$ cat src/sv/convex_hull_graham_scan_macros.svh
// assertion helpers for the hull block
`ifndef CONVEX_HULL_GRAHAM_SCAN_MACROS_SVH
`define CONVEX_HULL_GRAHAM_SCAN_MACROS_SVH
`ifndef SYNTHESIS
// same-cycle implication
`define CHG_ASSERT_IMP(label, clk, rst_n, ante, cons) \
    label: assert property (@(posedge clk) disable iff (!rst_n) (ante) |-> (cons)) \
        else $error("hull block check failed");
// next-cycle implication
`define CHG_ASSERT_NXT(label, clk, rst_n, ante, cons) \
    label: assert property (@(posedge clk) disable iff (!rst_n) (ante) |=> (cons)) \
        else $error("hull block check failed");
`else
`define CHG_ASSERT_IMP(label, clk, rst_n, ante, cons)
`define CHG_ASSERT_NXT(label, clk, rst_n, ante, cons)
`endif
`endif

$ cat src/sv/chg_pkg.sv
`default_nettype none
package chg_pkg;

    // coordinate width and widest index the command word carries
    localparam int COORD_BITS = 16;
    localparam int IDX_BITS   = 10;

    typedef struct packed {
        logic signed [COORD_BITS-1:0] point_x;
        logic signed [COORD_BITS-1:0] point_y;
        logic                         last_point;
    } t_in_word;

    typedef struct packed {
        logic signed [COORD_BITS-1:0] hull_x;
        logic signed [COORD_BITS-1:0] hull_y;
        logic                         hull_last;
        logic                         overflow;
    } t_out_word;

    typedef struct packed {
        logic signed [COORD_BITS-1:0] x;
        logic signed [COORD_BITS-1:0] y;
    } t_point;

    // multiplier stage operation
    typedef enum logic [1:0] {
        MUL_NONE  = 2'd0,
        MUL_CROSS = 2'd1,
        MUL_DB    = 2'd2,
        MUL_DC    = 2'd3
    } t_mul_op;

    typedef struct packed {
        logic                pwr;
        logic                prd;
        logic                prd_from_ir;
        logic [IDX_BITS-1:0] paddr;
        logic                iwr;
        logic [IDX_BITS-1:0] iaddr_w;
        logic [IDX_BITS-1:0] idata;
        logic                ird;
        logic [IDX_BITS-1:0] iaddr_r;
        logic                ld_v;
        logic                ld_a;
        logic                ld_b;
        logic                ld_c;
        logic                b_from_c;
        logic                psel_a;
        t_mul_op             mul_op;
        logic                out_ld;
        logic                out_last;
        logic                out_ovf;
    } t_dp_cmd;

    typedef struct packed {
        logic [IDX_BITS-1:0] ir;
        logic                piv_less;
        logic                turn_neg;
        logic                turn_zero;
        logic                dist_lt;
    } t_dp_sts;

endpackage
`default_nettype wire

$ cat src/sv/chg_ctrl.sv
`default_nettype none
`include "convex_hull_graham_scan_macros.svh"
module chg_ctrl #(
    parameter int MAX_POINTS = 64
) (
    input  wire logic             i_clk,
    input  wire logic             i_rst_n,
    input  wire logic             i_in_valid,
    input  wire logic             i_last,
    output logic                  o_in_stall,
    output logic                  o_out_valid,
    input  wire logic             i_out_stall,
    input  wire chg_pkg::t_dp_sts i_sts,
    output chg_pkg::t_dp_cmd      o_cmd
);
    localparam int IW = (MAX_POINTS > 1) ? $clog2(MAX_POINTS) : 1;
    localparam int CW = $clog2(MAX_POINTS + 1);
    localparam int XW = chg_pkg::IDX_BITS;
    localparam int NS = 42;
    localparam logic [CW-1:0] ONE   = CW'(1);
    localparam logic [CW-1:0] TWO   = CW'(2);
    localparam logic [CW-1:0] THREE = CW'(3);
    localparam logic [CW-1:0] FULL  = CW'(MAX_POINTS);

    typedef enum logic [NS-1:0] {
        ST_IDLE  = NS'(1) << 0,  ST_PV0  = NS'(1) << 1,  ST_PV1  = NS'(1) << 2,
        ST_PVR   = NS'(1) << 3,  ST_PVC  = NS'(1) << 4,  ST_INIT = NS'(1) << 5,
        ST_SRI   = NS'(1) << 6,  ST_SRV  = NS'(1) << 7,  ST_SLB  = NS'(1) << 8,
        ST_SCHK  = NS'(1) << 9,  ST_SRW  = NS'(1) << 10, ST_SLC  = NS'(1) << 11,
        ST_SM0   = NS'(1) << 12, ST_SM1  = NS'(1) << 13, ST_SM2  = NS'(1) << 14,
        ST_SM3   = NS'(1) << 15, ST_SDEC = NS'(1) << 16, ST_SINS = NS'(1) << 17,
        ST_C0    = NS'(1) << 18, ST_C1   = NS'(1) << 19, ST_C2   = NS'(1) << 20,
        ST_CN    = NS'(1) << 21, ST_C3   = NS'(1) << 22, ST_C4   = NS'(1) << 23,
        ST_CM0   = NS'(1) << 24, ST_CM1  = NS'(1) << 25, ST_CDEC = NS'(1) << 26,
        ST_HRI   = NS'(1) << 27, ST_HRV  = NS'(1) << 28, ST_HLC  = NS'(1) << 29,
        ST_HCHK  = NS'(1) << 30, ST_HA   = NS'(1) << 31, ST_HA2  = NS'(1) << 32,
        ST_HA3   = NS'(1) << 33, ST_HM0  = NS'(1) << 34, ST_HM1  = NS'(1) << 35,
        ST_HDEC  = NS'(1) << 36, ST_ERI  = NS'(1) << 37, ST_ERP  = NS'(1) << 38,
        ST_EOUT  = NS'(1) << 39, ST_EWAIT = NS'(1) << 40, ST_FIN = NS'(1) << 41
    } t_state;

    t_state        r_state, n_state;
    logic [CW-1:0] r_cnt, n_cnt, r_n, n_n, r_i, n_i, r_j, n_j, r_k, n_k;
    logic          r_drop, n_drop, r_ovalid, n_ovalid;
    logic [IW-1:0] r_m, n_m, r_v, n_v, r_w, n_w, r_bi, n_bi;

    logic [CW-1:0] jm1_w, jp1_w, km1_w, km2_w, ip1, kp1;
    logic [IW-1:0] i_ix, j_ix, k_ix, ir_ix;
    logic          full, precedes;

    assign jm1_w = r_j - ONE;
    assign jp1_w = r_j + ONE;
    assign km1_w = r_k - ONE;
    assign km2_w = r_k - TWO;
    assign ip1   = r_i + ONE;
    assign kp1   = r_k + ONE;
    assign i_ix  = r_i[IW-1:0];
    assign j_ix  = r_j[IW-1:0];
    assign k_ix  = r_k[IW-1:0];
    assign ir_ix = i_sts.ir[IW-1:0];
    assign full  = (r_cnt == FULL);
    assign precedes = i_sts.turn_zero ? i_sts.dist_lt : i_sts.turn_neg;

    // sequencer: load, pivot, sort, collinear pass, stack scan, emit
    always_comb begin
        n_state = r_state; n_cnt = r_cnt; n_n = r_n; n_i = r_i; n_j = r_j; n_k = r_k;
        n_drop = r_drop; n_ovalid = r_ovalid;
        n_m = r_m; n_v = r_v; n_w = r_w; n_bi = r_bi;
        o_cmd = '0;
        o_cmd.mul_op = chg_pkg::MUL_NONE;
        case (r_state)
            ST_IDLE: begin
                if (i_in_valid) begin
                    if (full) begin
                        n_drop = 1'b1;
                    end else begin
                        o_cmd.pwr   = 1'b1;
                        o_cmd.paddr = XW'(r_cnt[IW-1:0]);
                        n_cnt       = r_cnt + ONE;
                    end
                    if (i_last) begin
                        n_n = full ? r_cnt : r_cnt + ONE;
                        n_i = '0;
                        n_j = ONE;
                        n_m = '0;
                        n_state = (n_n < THREE) ? ST_INIT : ST_PV0;
                    end
                end
            end
            // pivot search
            ST_PV0: begin
                o_cmd.prd = 1'b1;
                n_state = ST_PV1;
            end
            ST_PV1: begin
                o_cmd.ld_v = 1'b1;
                n_m = '0;
                n_i = ONE;
                n_state = ST_PVR;
            end
            ST_PVR: begin
                o_cmd.prd   = 1'b1;
                o_cmd.paddr = XW'(i_ix);
                n_state = ST_PVC;
            end
            ST_PVC: begin
                if (i_sts.piv_less) begin
                    o_cmd.ld_v = 1'b1;
                    n_m = i_ix;
                end
                n_i = ip1;
                if (ip1 == r_n) begin
                    n_i = '0;
                    n_j = ONE;
                    n_state = ST_INIT;
                end else begin
                    n_state = ST_PVR;
                end
            end
            // pivot first, others in arrival order
            ST_INIT: begin
                o_cmd.iwr     = 1'b1;
                o_cmd.iaddr_w = (i_ix == r_m) ? '0 : XW'(j_ix);
                o_cmd.idata   = XW'(i_ix);
                if (i_ix != r_m) begin
                    n_j = jp1_w;
                end
                n_i = ip1;
                if (ip1 == r_n) begin
                    if (r_n < THREE) begin
                        n_i = '0;
                        n_state = ST_ERI;
                    end else begin
                        n_i = TWO;
                        n_state = ST_SRI;
                    end
                end
            end
            // insertion sort by angle
            ST_SRI: begin
                o_cmd.ird     = 1'b1;
                o_cmd.iaddr_r = XW'(i_ix);
                n_state = ST_SRV;
            end
            ST_SRV: begin
                n_v = ir_ix;
                o_cmd.prd = 1'b1;
                o_cmd.prd_from_ir = 1'b1;
                n_j = r_i;
                n_state = ST_SLB;
            end
            ST_SLB: begin
                o_cmd.ld_b = 1'b1;
                n_state = ST_SCHK;
            end
            ST_SCHK: begin
                if (r_j > ONE) begin
                    o_cmd.ird     = 1'b1;
                    o_cmd.iaddr_r = XW'(jm1_w[IW-1:0]);
                    n_state = ST_SRW;
                end else begin
                    n_state = ST_SINS;
                end
            end
            ST_SRW: begin
                n_w = ir_ix;
                o_cmd.prd = 1'b1;
                o_cmd.prd_from_ir = 1'b1;
                n_state = ST_SLC;
            end
            ST_SLC: begin
                o_cmd.ld_c = 1'b1;
                n_state = ST_SM0;
            end
            ST_SM0: begin
                o_cmd.mul_op = chg_pkg::MUL_CROSS;
                n_state = ST_SM1;
            end
            ST_SM1: begin
                o_cmd.mul_op = chg_pkg::MUL_DB;
                n_state = ST_SM2;
            end
            ST_SM2: begin
                o_cmd.mul_op = chg_pkg::MUL_DC;
                n_state = ST_SM3;
            end
            ST_SM3: begin
                n_state = ST_SDEC;
            end
            ST_SDEC: begin
                if (precedes) begin
                    o_cmd.iwr     = 1'b1;
                    o_cmd.iaddr_w = XW'(j_ix);
                    o_cmd.idata   = XW'(r_w);
                    n_j = jm1_w;
                    n_state = ST_SCHK;
                end else begin
                    n_state = ST_SINS;
                end
            end
            ST_SINS: begin
                o_cmd.iwr     = 1'b1;
                o_cmd.iaddr_w = XW'(j_ix);
                o_cmd.idata   = XW'(r_v);
                n_i = ip1;
                if (ip1 == r_n) begin
                    n_j = ONE;
                    n_k = ONE;
                    n_state = ST_C0;
                end else begin
                    n_state = ST_SRI;
                end
            end
            // keep the farthest of each collinear run
            ST_C0: begin
                o_cmd.ird     = 1'b1;
                o_cmd.iaddr_r = XW'(j_ix);
                n_state = ST_C1;
            end
            ST_C1: begin
                n_bi = ir_ix;
                o_cmd.prd = 1'b1;
                o_cmd.prd_from_ir = 1'b1;
                n_state = ST_C2;
            end
            ST_C2: begin
                o_cmd.ld_b = 1'b1;
                n_state = ST_CN;
            end
            ST_CN: begin
                if (jp1_w == r_n) begin
                    o_cmd.iwr     = 1'b1;
                    o_cmd.iaddr_w = XW'(k_ix);
                    o_cmd.idata   = XW'(r_bi);
                    n_n = kp1;
                    // three or fewer kept points go out as they stand
                    if (kp1 <= THREE) begin
                        n_i = '0;
                        n_state = ST_ERI;
                    end else begin
                        n_i = THREE;
                        n_k = THREE;
                        n_state = ST_HRI;
                    end
                end else begin
                    o_cmd.ird     = 1'b1;
                    o_cmd.iaddr_r = XW'(jp1_w[IW-1:0]);
                    n_state = ST_C3;
                end
            end
            ST_C3: begin
                n_w = ir_ix;
                o_cmd.prd = 1'b1;
                o_cmd.prd_from_ir = 1'b1;
                n_state = ST_C4;
            end
            ST_C4: begin
                o_cmd.ld_c = 1'b1;
                n_state = ST_CM0;
            end
            ST_CM0: begin
                o_cmd.mul_op = chg_pkg::MUL_CROSS;
                n_state = ST_CM1;
            end
            ST_CM1: begin
                n_state = ST_CDEC;
            end
            ST_CDEC: begin
                if (!i_sts.turn_zero) begin
                    o_cmd.iwr     = 1'b1;
                    o_cmd.iaddr_w = XW'(k_ix);
                    o_cmd.idata   = XW'(r_bi);
                    n_k = kp1;
                end
                o_cmd.b_from_c = 1'b1;
                n_bi = r_w;
                n_j = jp1_w;
                n_state = ST_CN;
            end
            // stack scan, stack kept in place in the index list
            ST_HRI: begin
                o_cmd.ird     = 1'b1;
                o_cmd.iaddr_r = XW'(i_ix);
                n_state = ST_HRV;
            end
            ST_HRV: begin
                n_v = ir_ix;
                o_cmd.prd = 1'b1;
                o_cmd.prd_from_ir = 1'b1;
                n_state = ST_HLC;
            end
            ST_HLC: begin
                o_cmd.ld_c = 1'b1;
                n_state = ST_HCHK;
            end
            ST_HCHK: begin
                if (r_k > ONE) begin
                    o_cmd.ird     = 1'b1;
                    o_cmd.iaddr_r = XW'(km2_w[IW-1:0]);
                    n_state = ST_HA;
                end else begin
                    o_cmd.iwr     = 1'b1;
                    o_cmd.iaddr_w = XW'(k_ix);
                    o_cmd.idata   = XW'(r_v);
                    n_k = kp1;
                    n_i = ip1;
                    if (ip1 == r_n) begin
                        n_n = kp1;
                        n_i = '0;
                        n_state = ST_ERI;
                    end else begin
                        n_state = ST_HRI;
                    end
                end
            end
            ST_HA: begin
                o_cmd.prd = 1'b1;
                o_cmd.prd_from_ir = 1'b1;
                o_cmd.ird     = 1'b1;
                o_cmd.iaddr_r = XW'(km1_w[IW-1:0]);
                n_state = ST_HA2;
            end
            ST_HA2: begin
                o_cmd.ld_a = 1'b1;
                o_cmd.prd = 1'b1;
                o_cmd.prd_from_ir = 1'b1;
                n_state = ST_HA3;
            end
            ST_HA3: begin
                o_cmd.ld_b = 1'b1;
                n_state = ST_HM0;
            end
            ST_HM0: begin
                o_cmd.psel_a = 1'b1;
                o_cmd.mul_op = chg_pkg::MUL_CROSS;
                n_state = ST_HM1;
            end
            ST_HM1: begin
                n_state = ST_HDEC;
            end
            ST_HDEC: begin
                if (i_sts.turn_neg) begin
                    o_cmd.iwr     = 1'b1;
                    o_cmd.iaddr_w = XW'(k_ix);
                    o_cmd.idata   = XW'(r_v);
                    n_k = kp1;
                    n_i = ip1;
                    if (ip1 == r_n) begin
                        n_n = kp1;
                        n_i = '0;
                        n_state = ST_ERI;
                    end else begin
                        n_state = ST_HRI;
                    end
                end else begin
                    n_k = km1_w;
                    n_state = ST_HCHK;
                end
            end
            // emit the listed points
            ST_ERI: begin
                o_cmd.ird     = 1'b1;
                o_cmd.iaddr_r = XW'(i_ix);
                n_state = ST_ERP;
            end
            ST_ERP: begin
                o_cmd.prd = 1'b1;
                o_cmd.prd_from_ir = 1'b1;
                n_state = ST_EOUT;
            end
            ST_EOUT: begin
                o_cmd.out_ld   = 1'b1;
                o_cmd.out_last = (ip1 == r_n);
                o_cmd.out_ovf  = r_drop;
                n_ovalid = 1'b1;
                n_state = ST_EWAIT;
            end
            ST_EWAIT: begin
                if (!i_out_stall) begin
                    n_ovalid = 1'b0;
                    n_i = ip1;
                    n_state = (ip1 == r_n) ? ST_FIN : ST_ERI;
                end
            end
            ST_FIN: begin
                n_cnt  = '0;
                n_drop = 1'b0;
                n_state = ST_IDLE;
            end
            default: begin
                n_state = ST_IDLE;
            end
        endcase
    end

    // control registers
    always_ff @(posedge i_clk) begin
        if (!i_rst_n) begin
            r_state  <= ST_IDLE;
            r_cnt    <= '0;
            r_drop   <= 1'b0;
            r_ovalid <= 1'b0;
            r_n      <= '0;
            r_i      <= '0;
            r_j      <= '0;
            r_k      <= '0;
            r_m      <= '0;
        end else begin
            r_state  <= n_state;
            r_cnt    <= n_cnt;
            r_drop   <= n_drop;
            r_ovalid <= n_ovalid;
            r_n      <= n_n;
            r_i      <= n_i;
            r_j      <= n_j;
            r_k      <= n_k;
            r_m      <= n_m;
        end
    end

    // held indices
    always_ff @(posedge i_clk) begin
        r_v  <= n_v;
        r_w  <= n_w;
        r_bi <= n_bi;
    end

    assign o_in_stall  = (r_state != ST_IDLE);
    assign o_out_valid = r_ovalid;

    `CHG_ASSERT_IMP(a_ovalid_wait, i_clk, i_rst_n, r_ovalid, r_state == ST_EWAIT)
    `CHG_ASSERT_IMP(a_scan_depth, i_clk, i_rst_n, r_state == ST_HDEC, r_k >= TWO)
    `CHG_ASSERT_IMP(a_emit_range, i_clk, i_rst_n, r_state == ST_EOUT, r_i < r_n)
    `CHG_ASSERT_NXT(a_fin_clear, i_clk, i_rst_n, r_state == ST_FIN, (r_cnt == '0) && (r_state == ST_IDLE))

endmodule
`default_nettype wire

$ cat config.mk
export PLATFORM = sky130hd
export DESIGN_NAME = chg_ctrl
export DESIGN_NICKNAME = d
export VERILOG_FILES = /design/src/sv/chg_pkg.sv /design/src/sv/chg_ctrl.sv
export VERILOG_INCLUDE_DIRS = /design/src /design/src/sv
export SDC_FILE = /design/constraint.sdc
export NUM_CORES = 1
export LEC_CHECK = 0
export BUFFER_PORTS_ARGS = -buffer_cell sky130_fd_sc_hd__buf_2
export CORE_ASPECT_RATIO = 0.8
export CORE_MARGIN = 2
export CORE_UTILIZATION = 25
export DETAILED_ROUTE_END_ITERATION = 10
export GPL_TIMING_DRIVEN = 0
export HOLD_SLACK_MARGIN = 0.06
export PLACE_DENSITY_LB_ADDON = 0.2
export SLEW_MARGIN = 20
export SYNTH_ARGS = -nofsm -noshare
export SYNTH_HDL_FRONTEND = slang
export SYNTH_SLANG_ARGS = --single-unit
$ cat constraint.sdc
create_clock -name i_clk -period 3.35 [get_ports i_clk]
set_input_delay 0.1675 -clock i_clk [delete_from_list [all_inputs] [get_ports i_clk]]
set_output_delay 0.1675 -clock i_clk [all_outputs]
set_load 0.02 [all_outputs]
==> key figures <==
Status
  • Outcome: completed

Critical path
  • Endpoint type of the worst setup path: output port
  • Worst Path Class, Setup: reg2out
  • Reg-to-reg setup timing slack: 0.15 ns
  • Crit Path Max Fanout: 6
  • Startpoint type of the worst setup path: flip-flop
  • Worst path arrival time: ~3.1 ns
  • CP Data Required Time: 3.18 ns

Placement
  • Gpl congestion: 0.923
  • Port bufs: between 50 and 60
  • Placed wire-length estimate after detailed placement: 23,700 um
  • Post-Place Cells: 1,409

STA
  • Count of final max-slew check failures: 0
  • Total setup violations reported at the end of the flow: 0
  • Final period demand of the worst path: 3.29 ns
  • Post-route clock skew: about 0.017 ns
  • Share of the clock period used by the worst path: 0.981
  • Hold WS: around 0.19 ns
  • Max-slew headroom at the worst pin: 0.298
  • Highest attainable clock frequency: 304 MHz
  • Tightest Pin Transition: 1.04 ns
  • Count of final hold-check violations: 0

Synth
  • Post-synthesis instance area: between 7000 and 8000 um2
  • Synthesized-area fraction occupied by ao, oa, aoi and oai cells: 0.195
  • Share of flip-flops with an asynchronous set or reset after synthesis: 0
  • Post-synthesis share of cell area spent on and, or, nand and nor gates: 0.345
  • Area fraction of the dominant cell type after synthesis: 0.225
  • Post-synthesis register bit count: about 100
  • Top cells by area, synth: sky130_fd_sc_hd__dfxtp_1 (22%), sky130_fd_sc_hd__edfxtp_1 (7.1%), sky130_fd_sc_hd__nand2_1 (4.6%)
  • Number of library cell types mapped by synthesis: 85
  • Largest area contributor in the synthesized netlist: sky130_fd_sc_hd__dfxtp_1
  • Fraction of synthesized area in multiplexers: 0.0201
  • Post-synth top flop: sky130_fd_sc_hd__dfxtp_1
  • Syn Area/Cell: 8.12 um2
  • XOR/XNOR Fraction of Synth Area: 0.0589
  • Area share of fa/ha/maj cells after synthesis: 0.0215
  • Synthesized instance count: 933
  • Sequential area share after synthesis: 0.296
  • Number of synthesis warnings: 0
  • Number of synthesized flops with an enable pin: 18
  • Dominant combinational cell family by area after synthesis: simple AND/OR/NAND/NOR gates

Drt
  • Per-cell via count in the routed design: roughly 5.5
  • Vias after detailed routing: 8,121
  • Wirelength per Cell: 21.7 um
  • Final wirelength: roughly 32,000 um
  • Initial DRC Count: 790
  • Remaining DRCs: 0
  • Router iterations before antenna repair: 7
  • Antenna Nets Post-Route: 0

Finish
  • Antenna diode count: 0
  • Filler cell count in the final layout: 3,178
  • Post-route non-filler standard cell count: roughly 1,500
  • Total Nets Final: 1,097
  • Fraction of the core area covered by cells at the end of the flow: 0.332
  • Layout Area Growth over Synthesis: 29.7%
  • Fraction of layout cells with a size suffix above 1: 0.253

GRT
  • Number of global-route vias before repair: 7,395
  • Tot GR Track Use: 0.198
  • Initial antenna violation count: 0
  • Met1 routing resource usage after global routing: 0.309
  • Total congestion overflow after global routing: 0
  • Maximum number of pins on one net before global-route repair: 17
  • Global-route wire length before repair: between 40,000 and 50,000 um
  • Grt met2 use: 0.272
  • Fraction of met3 tracks used by global routing: 0.0397
  • Layer carrying the most global-route usage: met1

Min path
  • Type of the worst min-delay path: in2reg

Floorplan
  • Core Region: 29,600 um2
  • Die span in y: 160 um
  • Die footprint: between 30,000 and 40,000 um2
  • Effective utilization at floorplan: 0.256
  • Num rows: 56
  • Horiz. Die Dim: 199 um
  • Ports placed on the boundary: 77

Clock network
  • H-tree depth reported by CTS: 3
  • Clock transition at the register clock pins on the worst setup and hold paths after CTS: around 0.09 ns
  • Max Root-Sink Buffers: 2
  • Clock network latency to the later pin of the worst-skew pair: 0.38 ns
  • Clock tree from TritonCTS: done
  • CTS Root Buffer Type: sky130_fd_sc_hd__clkbuf_16
  • CTS sink count: between 100 and 150
  • Total clock buffers created by CTS: 9

Job
  • Max Cap Violations: 0

Pwr
  • Power density over the cells: 445 nW/um2
  • Peak supply drop: 0.269 mV
  • Leakage power of the design: 3.89 nW
  • Total power of the final layout: 4.38 mW
final timing paths:
path | depth (start not counted) | startpoint | endpoint
setup / recovery | 12 | r_j[0] | o_cmd[16]
setup reg to reg | 9 | r_i[1] | r_i[3]
hold reg to reg | 2 | r_m[4] | r_m[4]
hold / removal | 3 | i_out_stall | o_out_valid
state kept, by name (all words and copies together), names as in the netlist, 7 cells and up:
name,count
r_j,7
r_n,7
r_cnt,7
r_k,7
r_i,7
r_state,42
layout by cell type (no fill, tap or decap), types with 11 or more instances in the layout:
master / n
sky130_fd_sc_hd__nand2_1: 87
sky130_fd_sc_hd__dfxtp_1: 76
sky130_fd_sc_hd__buf_4: 75
sky130_fd_sc_hd__buf_2: 51
sky130_fd_sc_hd__a21oi_1: 49
sky130_fd_sc_hd__nor2_1: 47
sky130_fd_sc_hd__o21ai_0: 41
sky130_fd_sc_hd__nand3_1: 35
sky130_fd_sc_hd__xnor2_1: 28
sky130_fd_sc_hd__inv_1: 27
sky130_fd_sc_hd__clkbuf_1: 27
sky130_fd_sc_hd__nor3_1: 25
sky130_fd_sc_hd__nor4_4: 21
sky130_fd_sc_hd__nand4_1: 21
sky130_fd_sc_hd__xor2_1: 21
sky130_fd_sc_hd__a22o_1: 20
sky130_fd_sc_hd__nand2b_1: 18
sky130_fd_sc_hd__edfxtp_1: 18
sky130_fd_sc_hd__and2_1: 17
sky130_fd_sc_hd__and3_1: 17
sky130_fd_sc_hd__or3_1: 16
sky130_fd_sc_hd__conb_1: 16
sky130_fd_sc_hd__nor4_1: 15
sky130_fd_sc_hd__nor4b_1: 15
sky130_fd_sc_hd__or4_1: 14
sky130_fd_sc_hd__mux2i_1: 13
sky130_fd_sc_hd__ha_1: 11
critical path, cell delays in order, from the launching register on:
cell	delay, ns
sky130_fd_sc_hd__dfxtp_2	0.38
sky130_fd_sc_hd__ha_4	0.13
sky130_fd_sc_hd__buf_6	0.11
sky130_fd_sc_hd__nand3_4	0.10
sky130_fd_sc_hd__or3_4	0.40
sky130_fd_sc_hd__a2111oi_4	0.38
sky130_fd_sc_hd__buf_4	0.19
sky130_fd_sc_hd__a31oi_4	0.11
sky130_fd_sc_hd__buf_6	0.17
sky130_fd_sc_hd__buf_4	0.16
sky130_fd_sc_hd__a222oi_1	0.22
sky130_fd_sc_hd__o221ai_1	0.19
sky130_fd_sc_hd__buf_4	0.19
cells by family after synthesis:
logic type | Yosys count
multiplexers | 15
buffers and inverters | 104
AO/OA/AOI/OAI | 211
other | 1
flip-flops | 103
XOR/XNOR | 51
adder cells (fa/ha/maj) | 13
AND/OR/NAND/NOR | 435
cells in the mapped netlist, drive strengths merged (4+ instances only):
library cell and number:
nand2 92, dfxtp 85, nor2 51, a21oi 50, clkbuf 43, o21ai 41
nand3 40, nor4 38, buf 31, nor3 30, inv 29, xnor2 29
nand4 23, or4 23, xor2 22, a22o 21, nand2b 19, or3 19
and2 18, edfxtp 18, and3 17, nor4b 15, ha 13, mux2i 13
nand3b 10, a211oi 9, a31oi 8, and4 8, a211o 7, a221o 7
nor3b 7, o211ai 7, a21o 6, or2 6, o221ai 5, o22ai 5
nor2b 4, o21a 4, o21bai 4
layer usage:
| metal | vias up | wire length [um] |
|---|---|---|
| met4 | 0 | 544 |
| met5 | - | 0 |
| met1 | 3980 | 15800 |
| met3 | 33 | 2760 |
| met2 | 352 | 12900 |
| li1 | 3756 | - |
area by class of cell:
type | count | area, um2 | area share
Clock inverter | 6 | 85.1 | 0.00866
Buffer | 64 | 404 | 0.0411
Inverter | 30 | 113 | 0.0115
Tap cell | 406 | 508 | 0.0517
Clock buffer | 10 | 229 | 0.0233
Sequential cell | 103 | 2260 | 0.230
Multi-Input combinational cell | 741 | 5440 | 0.553
Timing Repair Buffer | 116 | 797 | 0.0811
metrics by stage:
stage	setup slack (ns)	cell area, um2	TNS (ns)
4_1_cts	0.000130	9330	0
3_3_place_gp	-0.832	8420	-25.40
5_1_grt	-0.0124	9830	-0.0352
6_report	0.0638	9830	0
2_1_floorplan	0.409	7630	0
3_5_place_dp	-0.749	8430	-18.53
where the power goes:
group	leakage (nW)	switching (mW)	internal, mW
registers	0.852	0.0624	1.29
clock network	0.148	0.550	0.654
logic	2.89	1.12	0.692
timing repair:
action	4_1_cts	5_1_grt
setup buffers	24	31
hold endpoints to repair	12	0
endpoints found under the setup margin	68	50
hold buffers	6	0
resized for setup	80	70
pin swaps	16	21
No activity file was read; power rests on OpenSTA's default activity.
